[config.mk]
export PLATFORM = sky130hd
export DESIGN_NAME = logistic_speed_ramp_line_steer_flat
export DESIGN_NICKNAME = d
export VERILOG_FILES = /design/src/hw/rtl/lsrl_pkg.sv /design/src/hw/rtl/lsrl_in_if.sv /design/src/hw/rtl/lsrl_out_if.sv /design/src/hw/rtl/lsrl_state_mem.sv /design/src/hw/rtl/lsrl_ramp_rom.sv /design/src/hw/rtl/logistic_speed_ramp_line_steer.sv /design/src/flat_wrapper.sv
export SDC_FILE = /design/constraint.sdc
export NUM_CORES = 1
export LEC_CHECK = 0
export ABC_CLOCK_PERIOD_IN_PS = 6600
export BUFFER_PORTS_ARGS = -buffer_cell sky130_fd_sc_hd__buf_4
export CAP_MARGIN = 40
export CORE_ASPECT_RATIO = 0.9
export CORE_UTILIZATION = 45
export CTS_BUF_LIST = sky130_fd_sc_hd__clkbuf_8
export DETAILED_ROUTE_END_ITERATION = 8
export GPL_TIMING_DRIVEN = 1
export PLACE_DENSITY = 0.65
export SYNTH_ARGS = -nofsm -noshare
export SYNTH_HDL_FRONTEND = slang
export SYNTH_HIERARCHICAL = 1
export SYNTH_SLANG_ARGS = --single-unit
[constraint.sdc]
create_clock -name clk -period 6.6 [get_ports clk]
set_input_delay 1.32 -clock clk [delete_from_list [all_inputs] [get_ports clk]]
set_output_delay 1.32 -clock clk [all_outputs]
set_load 0.01 [all_outputs]
[src/hw/rtl/lsrl_pkg.sv]
// Package: types, constants and the ramp curve function for the speed ramp / line steer block
`timescale 1ns / 1ps

package lsrl_pkg;

  localparam int RAMP_TABLE_DEPTH_DEF = 256;
  localparam int SPEED_FULL_SCALE_DEF = 30;

  localparam int CFG_ADDR_W = 2;
  localparam int CFG_DATA_W = 8;
  localparam logic [CFG_ADDR_W-1:0] CFG_MIN_DRIVE     = 2'd0;
  localparam logic [CFG_ADDR_W-1:0] CFG_MAX_DRIVE     = 2'd1;
  localparam logic [CFG_ADDR_W-1:0] CFG_REVERSE_DRIVE = 2'd2;

  localparam logic [7:0] MIN_DRIVE_RST     = 8'd75;
  localparam logic [7:0] MAX_DRIVE_RST     = 8'd255;
  localparam logic [7:0] REVERSE_DRIVE_RST = 8'd120;

  localparam logic [11:0] RAMP_TIME_MAX = 12'hFFF;
  // a received byte of one stands for a limit of zero
  localparam logic [7:0] ZERO_LIMIT_CODE = 8'd1;

  localparam logic [7:0] TGT_RED   = 8'd0;
  localparam logic [7:0] TGT_GREEN = 8'd5;
  localparam logic [7:0] TGT_BLUE  = 8'd11;
  localparam logic [7:0] TGT_WHITE = 8'd20;

  localparam logic [2:0] LED_OFF   = 3'd0;
  localparam logic [2:0] LED_RED   = 3'd1;
  localparam logic [2:0] LED_GREEN = 3'd2;
  localparam logic [2:0] LED_BLUE  = 3'd3;
  localparam logic [2:0] LED_WHITE = 3'd4;

  localparam logic [63:0] ONE_Q32      = 64'h1_0000_0000;
  localparam logic [63:0] EXP_STEP_Q32 = 64'd4126559220;
  localparam logic [63:0] HALF_Q32     = 64'h8000_0000;

  typedef struct packed {
    logic [7:0]  target_limit;
    logic [7:0]  start_limit;
    logic [11:0] ramp_time;
    logic [2:0]  led_code;
  } state_t;

  // Logistic curve entry in Q0.16 at t = 16*idx ms; evaluated at elaboration only.
  function automatic logic [15:0] curve_entry(input int unsigned idx);
    logic [63:0] p;
    logic [63:0] num;
    logic [63:0] den;
    logic [63:0] rem;
    logic [63:0] h;
    int unsigned k;
    int unsigned i;
    int b;
    if (2 * idx < 125) k = 125 - 2 * idx;
    else k = 2 * idx - 125;
    p = ONE_Q32;
    for (i = 0; i < k; i++) p = (p * EXP_STEP_Q32 + HALF_Q32) >> 32;
    num = (p << 16) + ((ONE_Q32 + p) >> 1);
    den = ONE_Q32 + p;
    // restoring division, quotient fits well below 2^49
    rem = '0;
    h = '0;
    for (b = 48; b >= 0; b--) begin
      rem = {rem[62:0], num[b]};
      if (rem >= den) begin
        rem  = rem - den;
        h[b] = 1'b1;
      end
    end
    if (2 * idx < 125) return h[15:0];
    h = 64'd65536 - h;
    if (h > 64'd65535) return 16'hFFFF;
    return h[15:0];
  endfunction

endpackage

[src/hw/rtl/lsrl_in_if.sv]
// Input channel interface: one control pass per transaction
`timescale 1ns / 1ps

interface lsrl_in_if;
  logic       valid;
  logic       ready;
  logic       byte_valid;
  logic [7:0] speed_byte;
  logic [9:0] elapsed_ms;
  logic       left_line;
  logic       right_line;

  modport source (
    output valid, byte_valid, speed_byte, elapsed_ms, left_line, right_line,
    input  ready
  );
  modport sink (
    input  valid, byte_valid, speed_byte, elapsed_ms, left_line, right_line,
    output ready
  );
endinterface

[src/hw/rtl/lsrl_out_if.sv]
// Result channel interface: drive commands, LED code and echo per transaction
`timescale 1ns / 1ps

interface lsrl_out_if;
  logic              valid;
  logic              ready;
  logic signed [8:0] left_drive;
  logic signed [8:0] right_drive;
  logic [2:0]        led_color;
  logic              echo_valid;
  logic [7:0]        echo_value;

  modport source (
    output valid, left_drive, right_drive, led_color, echo_valid, echo_value,
    input  ready
  );
  modport sink (
    input  valid, left_drive, right_drive, led_color, echo_valid, echo_value,
    output ready
  );
endinterface

[src/hw/rtl/lsrl_state_mem.sv]
// Single-entry state memory with registered read and a reset-cleared valid bit
`timescale 1ns / 1ps

module lsrl_state_mem (
  input  logic            clk,
  input  logic            rst_n,
  input  logic            rd_en,
  input  logic            wr_en,
  input  lsrl_pkg::state_t wr_data,
  output lsrl_pkg::state_t rd_data
);

  lsrl_pkg::state_t mem_r [1];
  lsrl_pkg::state_t rd_q_r;
  logic             vld_r;

  always_ff @(posedge clk) begin
    if (!rst_n) begin
      vld_r <= 1'b0;
    end else if (wr_en) begin
      vld_r <= 1'b1;
    end
  end

  always_ff @(posedge clk) begin
    if (wr_en) begin
      mem_r[0] <= wr_data;
    end
    // an entry never written reads as the reset state
    if (rd_en) begin
      rd_q_r <= vld_r ? mem_r[0] : '0;
    end
  end

  assign rd_data = rd_q_r;

endmodule

[src/hw/rtl/lsrl_ramp_rom.sv]
// Logistic ramp curve ROM, Q0.16 entries, registered read
`timescale 1ns / 1ps

module lsrl_ramp_rom #(
  parameter int DEPTH = lsrl_pkg::RAMP_TABLE_DEPTH_DEF
) (
  input  logic                     clk,
  input  logic                     rd_en,
  input  logic [$clog2(DEPTH)-1:0] addr,
  output logic [15:0]              rd_data
);

  logic [15:0] rom [DEPTH];
  logic [15:0] rd_q_r;

  for (genvar gi = 0; gi < DEPTH; gi++) begin : g_rom
    localparam logic [15:0] ENTRY = lsrl_pkg::curve_entry(gi);
    assign rom[gi] = ENTRY;
  end

  always_ff @(posedge clk) begin
    if (rd_en) begin
      rd_q_r <= rom[addr];
    end
  end

  assign rd_data = rd_q_r;

endmodule

[src/hw/rtl/logistic_speed_ramp_line_steer.sv]
// Top level: speed ramp along a logistic curve, drive mapping and line sensor steering
// A result is registered after states S_UPD, S_SPD, S_PROD, S_DIV and S_OUT in turn.
// One transaction at a time: input ready only in S_IDLE; the pass is the state read-modify-write,
//   the curve ROM read and three chained multiply stages (ramp, range, divide by full scale).
// A finished result may wait in the output register while the next transaction is taken.
// Reset (rst_n low, synchronous): state reads as zero, config 75/255/120.
`timescale 1ns / 1ps

module logistic_speed_ramp_line_steer #(
  parameter int RAMP_TABLE_DEPTH = lsrl_pkg::RAMP_TABLE_DEPTH_DEF,
  parameter int SPEED_FULL_SCALE = lsrl_pkg::SPEED_FULL_SCALE_DEF
) (
  input  logic                            clk,
  input  logic                            rst_n,
  lsrl_in_if.sink                         in_ch,
  lsrl_out_if.source                      out_ch,
  input  logic                            cfg_we,
  input  logic [lsrl_pkg::CFG_ADDR_W-1:0] cfg_addr,
  input  logic [lsrl_pkg::CFG_DATA_W-1:0] cfg_wdata
);

  localparam int IDX_W = $clog2(RAMP_TABLE_DEPTH);
  // divide by full scale as multiply by rounded-up reciprocal, exact for |x| < 2^17
  localparam int DIV_SHIFT = 25;
  localparam logic [25:0] DIV_RECIP =
    26'(((2 ** DIV_SHIFT) + SPEED_FULL_SCALE - 1) / SPEED_FULL_SCALE);

  typedef enum logic [2:0] {
    S_IDLE, S_UPD, S_SPD, S_PROD, S_DIV, S_OUT
  } fsm_t;

  fsm_t state_r, state_nxt;

  logic [7:0] min_r, max_r, rev_r;

  logic       bv_r, lline_r, rline_r;
  logic [7:0] sbyte_r;
  logic [9:0] elap_r;

  logic [7:0] tgt_r, tgt_nxt, start_r, start_nxt;
  logic       echo_v_r, echo_v_nxt;
  logic [7:0] echo_val_r, echo_val_nxt;
  logic [2:0] led_r, led_nxt;

  logic [7:0]         s_r, s_nxt;
  logic signed [17:0] sprod_r, sprod_nxt;
  logic [16:0]        qmag_r, qmag_nxt;
  logic               qneg_r, qneg_nxt;

  logic              out_valid_r, out_valid_nxt;
  logic signed [8:0] left_r, left_nxt, right_r, right_nxt;
  logic [2:0]        led_out_r, led_out_nxt;
  logic              echo_out_r, echo_out_nxt;
  logic [7:0]        echo_val_out_r, echo_val_out_nxt;

  logic             st_rd, st_wr;
  lsrl_pkg::state_t st_wdata, st_q;
  logic             rom_rd;
  logic [IDX_W-1:0] rom_addr;
  logic [15:0]      rom_q;

  logic               in_take, out_take;
  logic [12:0]        rt_sum;
  logic [11:0]        rt_new;
  logic [7:0]         idx_full;
  logic signed [25:0] f_ext, diff_ext, fprod, spd_sum;
  logic signed [17:0] s_ext, range_ext;
  logic [17:0]        mag;
  logic [42:0]        divp;
  logic signed [18:0] qs, d, lo_s, hi_s;
  logic [7:0]         drv;
  logic signed [8:0]  drive_s, rev_s;

  lsrl_state_mem u_state_mem (
    .clk     (clk),
    .rst_n   (rst_n),
    .rd_en   (st_rd),
    .wr_en   (st_wr),
    .wr_data (st_wdata),
    .rd_data (st_q)
  );

  lsrl_ramp_rom #(
    .DEPTH (RAMP_TABLE_DEPTH)
  ) u_ramp_rom (
    .clk     (clk),
    .rd_en   (rom_rd),
    .addr    (rom_addr),
    .rd_data (rom_q)
  );

  assign in_ch.ready = (state_r == S_IDLE);
  assign in_take     = in_ch.valid && in_ch.ready;
  assign out_take    = out_valid_r && out_ch.ready;

  assign out_ch.valid       = out_valid_r;
  assign out_ch.left_drive  = left_r;
  assign out_ch.right_drive = right_r;
  assign out_ch.led_color   = led_out_r;
  assign out_ch.echo_valid  = echo_out_r;
  assign out_ch.echo_value  = echo_val_out_r;

  always_comb begin
    state_nxt        = state_r;
    tgt_nxt          = tgt_r;
    start_nxt        = start_r;
    echo_v_nxt       = echo_v_r;
    echo_val_nxt     = echo_val_r;
    led_nxt          = led_r;
    s_nxt            = s_r;
    sprod_nxt        = sprod_r;
    qmag_nxt         = qmag_r;
    qneg_nxt         = qneg_r;
    out_valid_nxt    = out_valid_r && !out_take;
    left_nxt         = left_r;
    right_nxt        = right_r;
    led_out_nxt      = led_out_r;
    echo_out_nxt     = echo_out_r;
    echo_val_out_nxt = echo_val_out_r;
    st_rd            = 1'b0;
    st_wr            = 1'b0;
    rom_rd           = 1'b0;

    // state update: timer, byte handling, LED
    rt_sum = {1'b0, st_q.ramp_time} + {3'b000, elap_r};
    rt_new = rt_sum[12] ? lsrl_pkg::RAMP_TIME_MAX : rt_sum[11:0];
    st_wdata.target_limit = st_q.target_limit;
    st_wdata.start_limit  = st_q.start_limit;
    st_wdata.ramp_time    = rt_new;
    st_wdata.led_code     = st_q.led_code;
    if (bv_r) begin
      st_wdata.start_limit = st_q.target_limit;
      if (sbyte_r != st_q.target_limit) begin
        st_wdata.target_limit = (sbyte_r == lsrl_pkg::ZERO_LIMIT_CODE) ? '0 : sbyte_r;
        st_wdata.ramp_time    = '0;
      end
    end
    case (st_wdata.target_limit)
      lsrl_pkg::TGT_RED:   st_wdata.led_code = lsrl_pkg::LED_RED;
      lsrl_pkg::TGT_GREEN: st_wdata.led_code = lsrl_pkg::LED_GREEN;
      lsrl_pkg::TGT_BLUE:  st_wdata.led_code = lsrl_pkg::LED_BLUE;
      lsrl_pkg::TGT_WHITE: st_wdata.led_code = lsrl_pkg::LED_WHITE;
      default: ;
    endcase
    idx_full = st_wdata.ramp_time[11:4];
    if (32'(idx_full) > RAMP_TABLE_DEPTH - 1) rom_addr = IDX_W'(RAMP_TABLE_DEPTH - 1);
    else rom_addr = IDX_W'(idx_full);

    // ramp: start + f*(target-start), never negative, so >>16 is the truncation
    f_ext    = {10'b0, rom_q};
    diff_ext = $signed({18'b0, tgt_r}) - $signed({18'b0, start_r});
    fprod    = f_ext * diff_ext;
    spd_sum  = $signed({2'b00, start_r, 16'h0000}) + fprod;

    // drive slope
    s_ext     = {10'b0, s_r};
    range_ext = $signed({10'b0, max_r}) - $signed({10'b0, min_r});

    // truncating divide by full scale on the magnitude
    mag  = sprod_r[17] ? 18'(-sprod_r) : 18'(sprod_r);
    divp = 43'(mag[16:0]) * 43'(DIV_RECIP);

    qs   = qneg_r ? -$signed({2'b00, qmag_r}) : $signed({2'b00, qmag_r});
    lo_s = $signed({11'b0, min_r});
    hi_s = $signed({11'b0, max_r});
    d    = qs + lo_s;
    if (d <= lo_s) drv = '0;
    else if (d >= hi_s) drv = max_r;
    else drv = d[7:0];
    drive_s = $signed({1'b0, drv});
    rev_s   = -$signed({1'b0, rev_r});

    unique case (state_r)
      S_IDLE: begin
        if (in_take) begin
          st_rd     = 1'b1;
          state_nxt = S_UPD;
        end
      end
      S_UPD: begin
        st_wr        = 1'b1;
        rom_rd       = 1'b1;
        tgt_nxt      = st_wdata.target_limit;
        start_nxt    = st_wdata.start_limit;
        led_nxt      = st_wdata.led_code;
        echo_v_nxt   = bv_r && (sbyte_r != st_q.target_limit);
        echo_val_nxt = echo_v_nxt ? st_wdata.target_limit : '0;
        state_nxt    = S_SPD;
      end
      S_SPD: begin
        s_nxt     = spd_sum[23:16];
        state_nxt = S_PROD;
      end
      S_PROD: begin
        sprod_nxt = s_ext * range_ext;
        state_nxt = S_DIV;
      end
      S_DIV: begin
        qmag_nxt  = divp[DIV_SHIFT +: 17];
        qneg_nxt  = sprod_r[17];
        state_nxt = S_OUT;
      end
      S_OUT: begin
        // hold while the previous result is still waiting
        if (!out_valid_r || out_take) begin
          out_valid_nxt    = 1'b1;
          left_nxt         = drive_s;
          right_nxt        = drive_s;
          if (lline_r && rline_r) begin
            left_nxt  = rev_s;
            right_nxt = rev_s;
          end else if (rline_r) begin
            left_nxt = '0;
          end else if (lline_r) begin
            right_nxt = '0;
          end
          led_out_nxt      = led_r;
          echo_out_nxt     = echo_v_r;
          echo_val_out_nxt = echo_val_r;
          state_nxt        = S_IDLE;
        end
      end
      default: state_nxt = S_IDLE;
    endcase
  end

  always_ff @(posedge clk) begin
    if (!rst_n) begin
      state_r     <= S_IDLE;
      out_valid_r <= 1'b0;
      min_r       <= lsrl_pkg::MIN_DRIVE_RST;
      max_r       <= lsrl_pkg::MAX_DRIVE_RST;
      rev_r       <= lsrl_pkg::REVERSE_DRIVE_RST;
    end else begin
      state_r     <= state_nxt;
      out_valid_r <= out_valid_nxt;
      if (cfg_we) begin
        unique case (cfg_addr)
          lsrl_pkg::CFG_MIN_DRIVE:     min_r <= cfg_wdata;
          lsrl_pkg::CFG_MAX_DRIVE:     max_r <= cfg_wdata;
          lsrl_pkg::CFG_REVERSE_DRIVE: rev_r <= cfg_wdata;
          default: ;
        endcase
      end
    end
    if (in_take) begin
      bv_r    <= in_ch.byte_valid;
      sbyte_r <= in_ch.speed_byte;
      elap_r  <= in_ch.elapsed_ms;
      lline_r <= in_ch.left_line;
      rline_r <= in_ch.right_line;
    end
    tgt_r          <= tgt_nxt;
    start_r        <= start_nxt;
    echo_v_r       <= echo_v_nxt;
    echo_val_r     <= echo_val_nxt;
    led_r          <= led_nxt;
    s_r            <= s_nxt;
    sprod_r        <= sprod_nxt;
    qmag_r         <= qmag_nxt;
    qneg_r         <= qneg_nxt;
    left_r         <= left_nxt;
    right_r        <= right_nxt;
    led_out_r      <= led_out_nxt;
    echo_out_r     <= echo_out_nxt;
    echo_val_out_r <= echo_val_out_nxt;
  end

endmodule

[src/flat_wrapper.sv]
// flat-port wrapper written by rule: the top's interface ports become plain ports
module logistic_speed_ramp_line_steer_flat 
#(
  parameter int RAMP_TABLE_DEPTH = lsrl_pkg::RAMP_TABLE_DEPTH_DEF,
  parameter int SPEED_FULL_SCALE = lsrl_pkg::SPEED_FULL_SCALE_DEF
)
  (clk, rst_n, cfg_we, cfg_addr, cfg_wdata, in_ch_valid, in_ch_byte_valid, in_ch_speed_byte, in_ch_elapsed_ms, in_ch_left_line, in_ch_right_line, in_ch_ready, out_ch_valid, out_ch_left_drive, out_ch_right_drive, out_ch_led_color, out_ch_echo_valid, out_ch_echo_value, out_ch_ready);
  lsrl_in_if in_ch_i ();
  lsrl_out_if out_ch_i ();
  input  logic clk;
  input  logic rst_n;
  input  logic cfg_we;
  input  logic [lsrl_pkg::CFG_ADDR_W-1:0] cfg_addr;
  input  logic [lsrl_pkg::CFG_DATA_W-1:0] cfg_wdata;
  input wire logic [$bits(in_ch_i.valid)-1:0] in_ch_valid;
  input wire logic [$bits(in_ch_i.byte_valid)-1:0] in_ch_byte_valid;
  input wire logic [$bits(in_ch_i.speed_byte)-1:0] in_ch_speed_byte;
  input wire logic [$bits(in_ch_i.elapsed_ms)-1:0] in_ch_elapsed_ms;
  input wire logic [$bits(in_ch_i.left_line)-1:0] in_ch_left_line;
  input wire logic [$bits(in_ch_i.right_line)-1:0] in_ch_right_line;
  output wire logic [$bits(in_ch_i.ready)-1:0] in_ch_ready;
  output wire logic [$bits(out_ch_i.valid)-1:0] out_ch_valid;
  output wire logic [$bits(out_ch_i.left_drive)-1:0] out_ch_left_drive;
  output wire logic [$bits(out_ch_i.right_drive)-1:0] out_ch_right_drive;
  output wire logic [$bits(out_ch_i.led_color)-1:0] out_ch_led_color;
  output wire logic [$bits(out_ch_i.echo_valid)-1:0] out_ch_echo_valid;
  output wire logic [$bits(out_ch_i.echo_value)-1:0] out_ch_echo_value;
  input wire logic [$bits(out_ch_i.ready)-1:0] out_ch_ready;
  assign in_ch_i.valid = in_ch_valid;
  assign in_ch_i.byte_valid = in_ch_byte_valid;
  assign in_ch_i.speed_byte = in_ch_speed_byte;
  assign in_ch_i.elapsed_ms = in_ch_elapsed_ms;
  assign in_ch_i.left_line = in_ch_left_line;
  assign in_ch_i.right_line = in_ch_right_line;
  assign in_ch_ready = in_ch_i.ready;
  assign out_ch_valid = out_ch_i.valid;
  assign out_ch_left_drive = out_ch_i.left_drive;
  assign out_ch_right_drive = out_ch_i.right_drive;
  assign out_ch_led_color = out_ch_i.led_color;
  assign out_ch_echo_valid = out_ch_i.echo_valid;
  assign out_ch_echo_value = out_ch_i.echo_value;
  assign out_ch_i.ready = out_ch_ready;
  logistic_speed_ramp_line_steer #(.RAMP_TABLE_DEPTH(RAMP_TABLE_DEPTH), .SPEED_FULL_SCALE(SPEED_FULL_SCALE)) u_core (.clk(clk), .rst_n(rst_n), .in_ch(in_ch_i), .out_ch(out_ch_i), .cfg_we(cfg_we), .cfg_addr(cfg_addr), .cfg_wdata(cfg_wdata));
endmodule
# After elaboration in Yosys (flattened, before gate mapping)
# Memory sizes are Yosys's and may differ from the RTL's. A register that Yosys moved wholly into a read port is not among the register bits.
# Cells that the tools add are included.
dict set report word_totals {
  reg_bits 148
  input_bits 36
  mem_bits_rw 31
  mem_count 2
  latch_bits 0
  rom_bits 4096
}
dict set report op_classes {
  n_lt_le_gt_ge 2
  n_div 0
  n_mux 25
  shifts 0
  multipliers 3
  n_eq_ne 14
  n_bitwise 1
  reduce_logical 17
  add_sub_neg 8
}
# memory words word_bits read_ports rd_clocked_by_memory_dff wr line_no
set mem_list {}
lappend mem_list {{(name not given)} 256 16 1 1 0 lsrl_ramp_rom.sv:23} ;# rd_q_r <= rom[addr];
lappend mem_list {u_core.u_state_mem.mem_r 1 31 1 1 1 lsrl_state_mem.sv:13} ;# lsrl_pkg::state_t mem_r [1];
# operator n
set op_table {}
lappend op_table {{$mux 8} 6}
lappend op_table {{$mul 17x20->37 const B} 1}
lappend op_table {{$mux 28} 1}
lappend op_table {{$mux 9} 3}
lappend op_table {{$mul 17x26->24} 1}
lappend op_table {{$add 24x24->24} 1}
lappend op_table {{$mux 12} 2}
lappend op_table {{$add 19x9->19} 1}
lappend op_table {{$ge 19x9->1} 1}
lappend op_table {{$le 19x9->1} 1}
lappend op_table {{$mux 19} 1}
lappend op_table {{$neg 13->19} 1}
lappend op_table {{$mul 9x18->18} 1}
lappend op_table {{$pmux 3 s6} 1}
lappend op_table {{$sub 8x8->9} 2}
lappend op_table {{$mux 17} 1}
lappend op_table {{$neg 17->17} 1}
lappend op_table {{$add 12x10->13} 1}
lappend op_table {{$pmux 3 s4} 1}
lappend op_table {{$reduce_and 2->1} 5}
lappend op_table {{$neg 8->9} 1}
lappend op_table {{$not 8->9} 1}
lappend op_table {{$eq 8x1->1 const B} 1}
lappend op_table {{$eq 8x3->1 const B} 1}
lappend op_table {{other kinds (18)} 33}

# Longest topological paths before layout
dict set report depth {
  depth_word 9
  ltp_mapped 31
  depth_no_buf 31
}

# By module
# The synthesis kept the hierarchy.
# mod area_each_um2 cells_per_inst n_inst
set modules_own_cells {}
lappend modules_own_cells {logistic_speed_ramp_line_steer 17156.5 1718 1}
lappend modules_own_cells {lsrl_ramp_rom 3738.6 540 1}
lappend modules_own_cells {lsrl_state_mem 2137.0 98 1}

# Worst setup path before layout
# Ideal clock, no wire load.
dict set report synth_timing {
  path_type {reg2reg}
  start {reg u_core.start_r[0]}
  end {reg u_core.s_r[6], data pin}
  path_buffers 1
  period_less_slack_ns 6.807
  required_ns 6.342
  path_slack_ns -0.207
  path_stages_with_launch 28
  arrival_time_ns 6.550
  path_cell_list {edfxtp_1 > ha_1 > fa_1 > nor2b_1 > o21ai_0 > a21boi_0 > o21ai_0 > nand2b_1 > a21o_1 > a21o_1 > buf_1 > nor2_1 > fa_1 > fa_1 > fa_1 > fa_1 > ha_1 > ha_1 > a21o_1 > a21o_1 > a21oi_1 > o211ai_1 > nand3_1 > a21oi_1 > and4_1 > or3_1 > a21oi_1 > xnor2_1}
}
dict set report synth_via {
  elab_chain_len 3
}
# item line_no
set synth_rtl {}
lappend synth_rtl {{start, declared} logistic_speed_ramp_line_steer.sv:40} ;# logic [7:0] tgt_r, tgt_nxt, start_r, start_nxt;
lappend synth_rtl {{start signal, assigned} logistic_speed_ramp_line_steer.sv:254} ;# start_r <= start_nxt;
lappend synth_rtl {{$sub 8x8->9} logistic_speed_ramp_line_steer.sv:151} ;# diff_ext = $signed({18'b0, tgt_r}) - $signed({18'b0, start_r});
lappend synth_rtl {{$mul 17x26->24} logistic_speed_ramp_line_steer.sv:152} ;# fprod = f_ext * diff_ext;
lappend synth_rtl {{$add 24x24->24 (*)} logistic_speed_ramp_line_steer.sv:153} ;# spd_sum = $signed({2'b00, start_r, 16'h0000}) + fprod;
lappend synth_rtl {{named net u_core.spd_sum[22]} logistic_speed_ramp_line_steer.sv:66} ;# logic signed [25:0] f_ext, diff_ext, fprod, spd_sum;
lappend synth_rtl {{end signal, assigned} logistic_speed_ramp_line_steer.sv:258} ;# s_r <= s_nxt;
lappend synth_rtl {{end, declared} logistic_speed_ramp_line_steer.sv:45} ;# logic [7:0] s_r, s_nxt;
# Mark *: on every way through the listed nets, which the timed path passes. The rest lies on a longest branch.
# A chain may end at the register's enable or synchronous reset.

# Final worst setup path
dict set report layout_timing {
  start {reg u_core.start_r[1]}
  end {reg u_core.s_r[6], data pin}
}
# The elaborated chain is that of the path after synthesis.

==> run_results.csv <==
group,metric,value,unit
timing,worst_pin_slew,0.865,ns
worst_setup_path,required,6.89,ns
worst_setup_path,worstRegToRegCells,26,
worst_setup_path,startpoint_type,"flop",
cts,clkTransAtPathRegs,0.07,ns
die,fp.dieW,240,um
yosys,post-synth-top-count-cell,"inv_1",
die,dieArea,0.0521,mm^2
cts,cts_buffers,36,
timing,max_freq,0.154,GHz
worst_hold_path,hold_depth,0,
finish,final_nets,2971,
timing,rsz0062_at_grt,"yes",
worst_setup_path,worstPathArrival,6.77,ns
finish,final_cells,3189,
yosys,ys_ff_latch,225,
finish,drive_gt1_share,15.4,%
route,route.detailed.drc,0,
worst_setup_path,r2r_slack,0.12,ns
worst_hold_path,hold_class,"reg -> reg",
die,pin_count,68,
timing,post-route-min-period,6.48,ns
flow_run,maxCapViolCount,0,
yosys,synthArstFlopShare,0,%
timing,fin_skew,0.0208,ns
yosys,yosysSeqAreaShare,28.1,%
route,ant_nets,0,
cts,cts_tree,"yes",
cts,insertion_delay,0.55,ns
yosys,ys_warn_count,6,
yosys,synth_fp_nets,2845,
route,dr.pass1.iters,6,
timing,relSlewSlack,41.6,%
die,dieHeight,217,um
timing,drv_slew,0,
grt,grt_pass1_vias,18400,
worst_setup_path,cp_max_fo,8,
worst_setup_path,r2r_start,"u_core/start_r[1]$_DFFE_PP_",
worst_hold_path,hold-path-endpoint,"u_core/out_ch.echo_value[0]$_DFFE_PP_",
yosys,synthTopCellsByArea,"edfxtp_1 (26%), fa_1 (16%), ha_1 (15%)",
worst_setup_path,r2r-end,"u_core/s_r[6]$_DFFE_PP_",
finish,area_growth,13.0,%
die,initial_core_util,45.6,%
placed_design,placed_cells,3114,
yosys,synth_area,0.0230,mm^2
route,vias_per_cell,5.62,
timing,finalSetupViolations,0,
grt,overflow,0,
placed_design,gp_congestion,1.00,
cts,cts_root_buf,"clkbuf_8",
placed_design,hpwlAfterDp,45800,um
grt,grt_pass1_wl,97200,um
yosys,avgSynthCellArea,9.78,um^2
placed_design,io_buffers,67,
worst_hold_path,hold_path.startpoint,"u_core/echo_val_r[0]$_SDFFCE_PN0P_",
status,status,"finished, final reports clean",
yosys,syn-instance-count,2356,
timing,finalHoldViolations,0,
worst_setup_path,crit_path_end_kind,"flop",
grt,grt_max_degree,66,
route,vias,17900,
cts,cts.sinks,225,
yosys,ys_types,88,
finish,diodes,0,
yosys,yosysTopAreaCellShare,25.6,%
timing,period_share,98.1,%
route,wl_per_cell,18.9,um
cts,clockBufferDepth,3,
grt,grt_use_total,23.5,%
grt,antenna_found_initial,1,
route,drtIter0Drc,1551,
yosys,netlist_top_cells_count,"inv_1 (290), ha_1 (268), edfxtp_1 (196), fa_1 (185), nand2_1 (167)",
die,core-area,0.0505,mm^2
worst_setup_path,path_class,"reg -> reg",
yosys,synth-edff-count,196,
yosys,synthFlopType,"edfxtp_1",
route,drt_wl_total,60100,um
die,fp-row-count,78,
cts,cts_max_level,2,
yosys,synth_area_leader_cell,"edfxtp_1",
## timing repair
item                                    in CTS  in global routing
setup buffers                                3                  5
endpoints found under the setup margin      10                 17
gates resized for setup                     17                 68
cloned                                       1                  1
hold buffers                                 0                  0
pin swaps                                   12                 80
## through the flow
step                setup slack, ns  setup TNS [ns]  hold WS (ns)  util [%]  cell area (um^2)
finish                        0.123               0         0.418      51.6             26000
global route                 -0.213          -0.656         0.427      51.6             26000
CTS                          0.0215               0         0.395      50.9             25700
detailed placement           -0.237          -0.980         0.405      49.4             24900
global placement             -0.195          -0.419         0.403      49.2             24800
floorplan                   -0.0485         -0.0485         0.400         -             23100
## worst max path at each step
stage	start	to	slack [ns]	cells after the start
2_1_floorplan	u_core/start_r[1]$_DFFE_PP_	u_core/s_r[6]$_DFFE_PP_	-0.05	30
5_1_grt	u_core/min_r[1]$_SDFFE_PN1P_	u_core/sprod_r[17]$_DFFE_PN_	-0.21	29
4_1_cts	u_core/min_r[1]$_SDFFE_PN1P_	u_core/sprod_r[17]$_DFFE_PN_	0.02	29
6_report	u_core/start_r[1]$_DFFE_PP_	u_core/s_r[6]$_DFFE_PP_	0.12	26
3_3_place_gp	u_core/start_r[0]$_DFFE_PP_	u_core/s_r[6]$_DFFE_PP_	-0.19	27
3_5_place_dp	u_core/start_r[0]$_DFFE_PP_	u_core/s_r[6]$_DFFE_PP_	-0.24	27
## cell usage in the layout, fill, tap and decap left out, drive strengths merged, types with 14 or more instances in the layout
| cell | count |
|---|---|
| dfxtp | 29 |
| nor2 | 106 |
| ha | 268 |
| a21o | 19 |
| xor2 | 24 |
| mux2i | 26 |
| inv | 303 |
| nor3 | 41 |
| nand3 | 30 |
| nor4 | 14 |
| o31ai | 18 |
| nor2b | 44 |
| o211ai | 27 |
| clkinv | 14 |
| buf | 193 |
| and2 | 140 |
| nand2 | 168 |
| xnor2 | 72 |
| o21a | 16 |
| edfxtp | 196 |
| nand2b | 79 |
| o21ai | 115 |
| clkbuf | 36 |
| a21oi | 109 |
| a31oi | 19 |
| nand4 | 17 |
| fa | 185 |
## critical path, stage by stage (launching register included)
cell and delay (ns):
edfxtp_1 0.41, inv_2 0.10, ha_4 0.20, nor2b_4 0.12, o21ai_1 0.13, nand2b_1 0.09
nand2_1 0.07, nand2_1 0.05, a21o_1 0.16, buf_4 0.13, xor2_1 0.14, buf_4 0.17
buf_4 0.16, and2_1 0.16, fa_1 0.48, fa_1 0.52, fa_1 0.51, fa_1 0.57
fa_1 0.44, ha_1 0.32, or3_4 0.37, o21ai_2 0.07, a21oi_2 0.04, and4_1 0.16
or3_4 0.40, a21oi_2 0.15, xnor2_1 0.07
## cell families after synthesis
kind of cell             count (synthesis)  synth area share (%)
AND/OR/NAND/NOR                        692                  15.9
AO/OA/AOI/OAI                          455                  13.0
adder cells (fa/ha/maj)                453                  30.6
XOR/XNOR                                96                  3.65
buffers and inverters                  397                  6.90
multiplexers                            38                  1.77
flip-flops                             225                  28.1
## registers in the layout, summed over array words and instances, names as in the netlist, 3 cells and up
name,count
u_core/out_ch.right_drive,9
u_core/state_r,3
u_core/u_state_mem/rd_data,31
u_core/echo_val_r,8
u_core/tgt_r,8
u_core/u_state_mem/mem_r,31
u_core/sbyte_r,8
u_core/out_ch.echo_value,8
u_core/start_r,8
u_core/rev_r,8
u_core/min_r,8
u_core/max_r,8
u_core/out_ch.led_color,3
u_core/qmag_r,13
u_core/s_r,8
u_core/sprod_r,18
u_core/out_ch.left_drive,8
u_core/elap_r,10
u_core/led_r,3
u_core/u_ramp_rom/rd_data,16
## per-layer routing
layer | global-route usage (%) | up-vias | share of wire, %
li1 | - | 8392 | -
met1 | 32.0 | 8707 | 44
met2 | 37.4 | 660 | 45
met3 | 4.25 | 161 | 7.3
met4 | 8.07 | 2 | 3.5
met5 | 0 | - | 0.020
## cell type report
class	count	area, um^2
clock buffer	36	495
clock inverter	29	181
multi-input combinational	1734	15400
fill	4591	24400
timing repair buffer	193	1530
tap	680	851
sequential	225	6470
inverter	292	1100
Power is not shown: default switching activity piles up to over one toggle a cycle in this logic, so the estimate is an artifact.
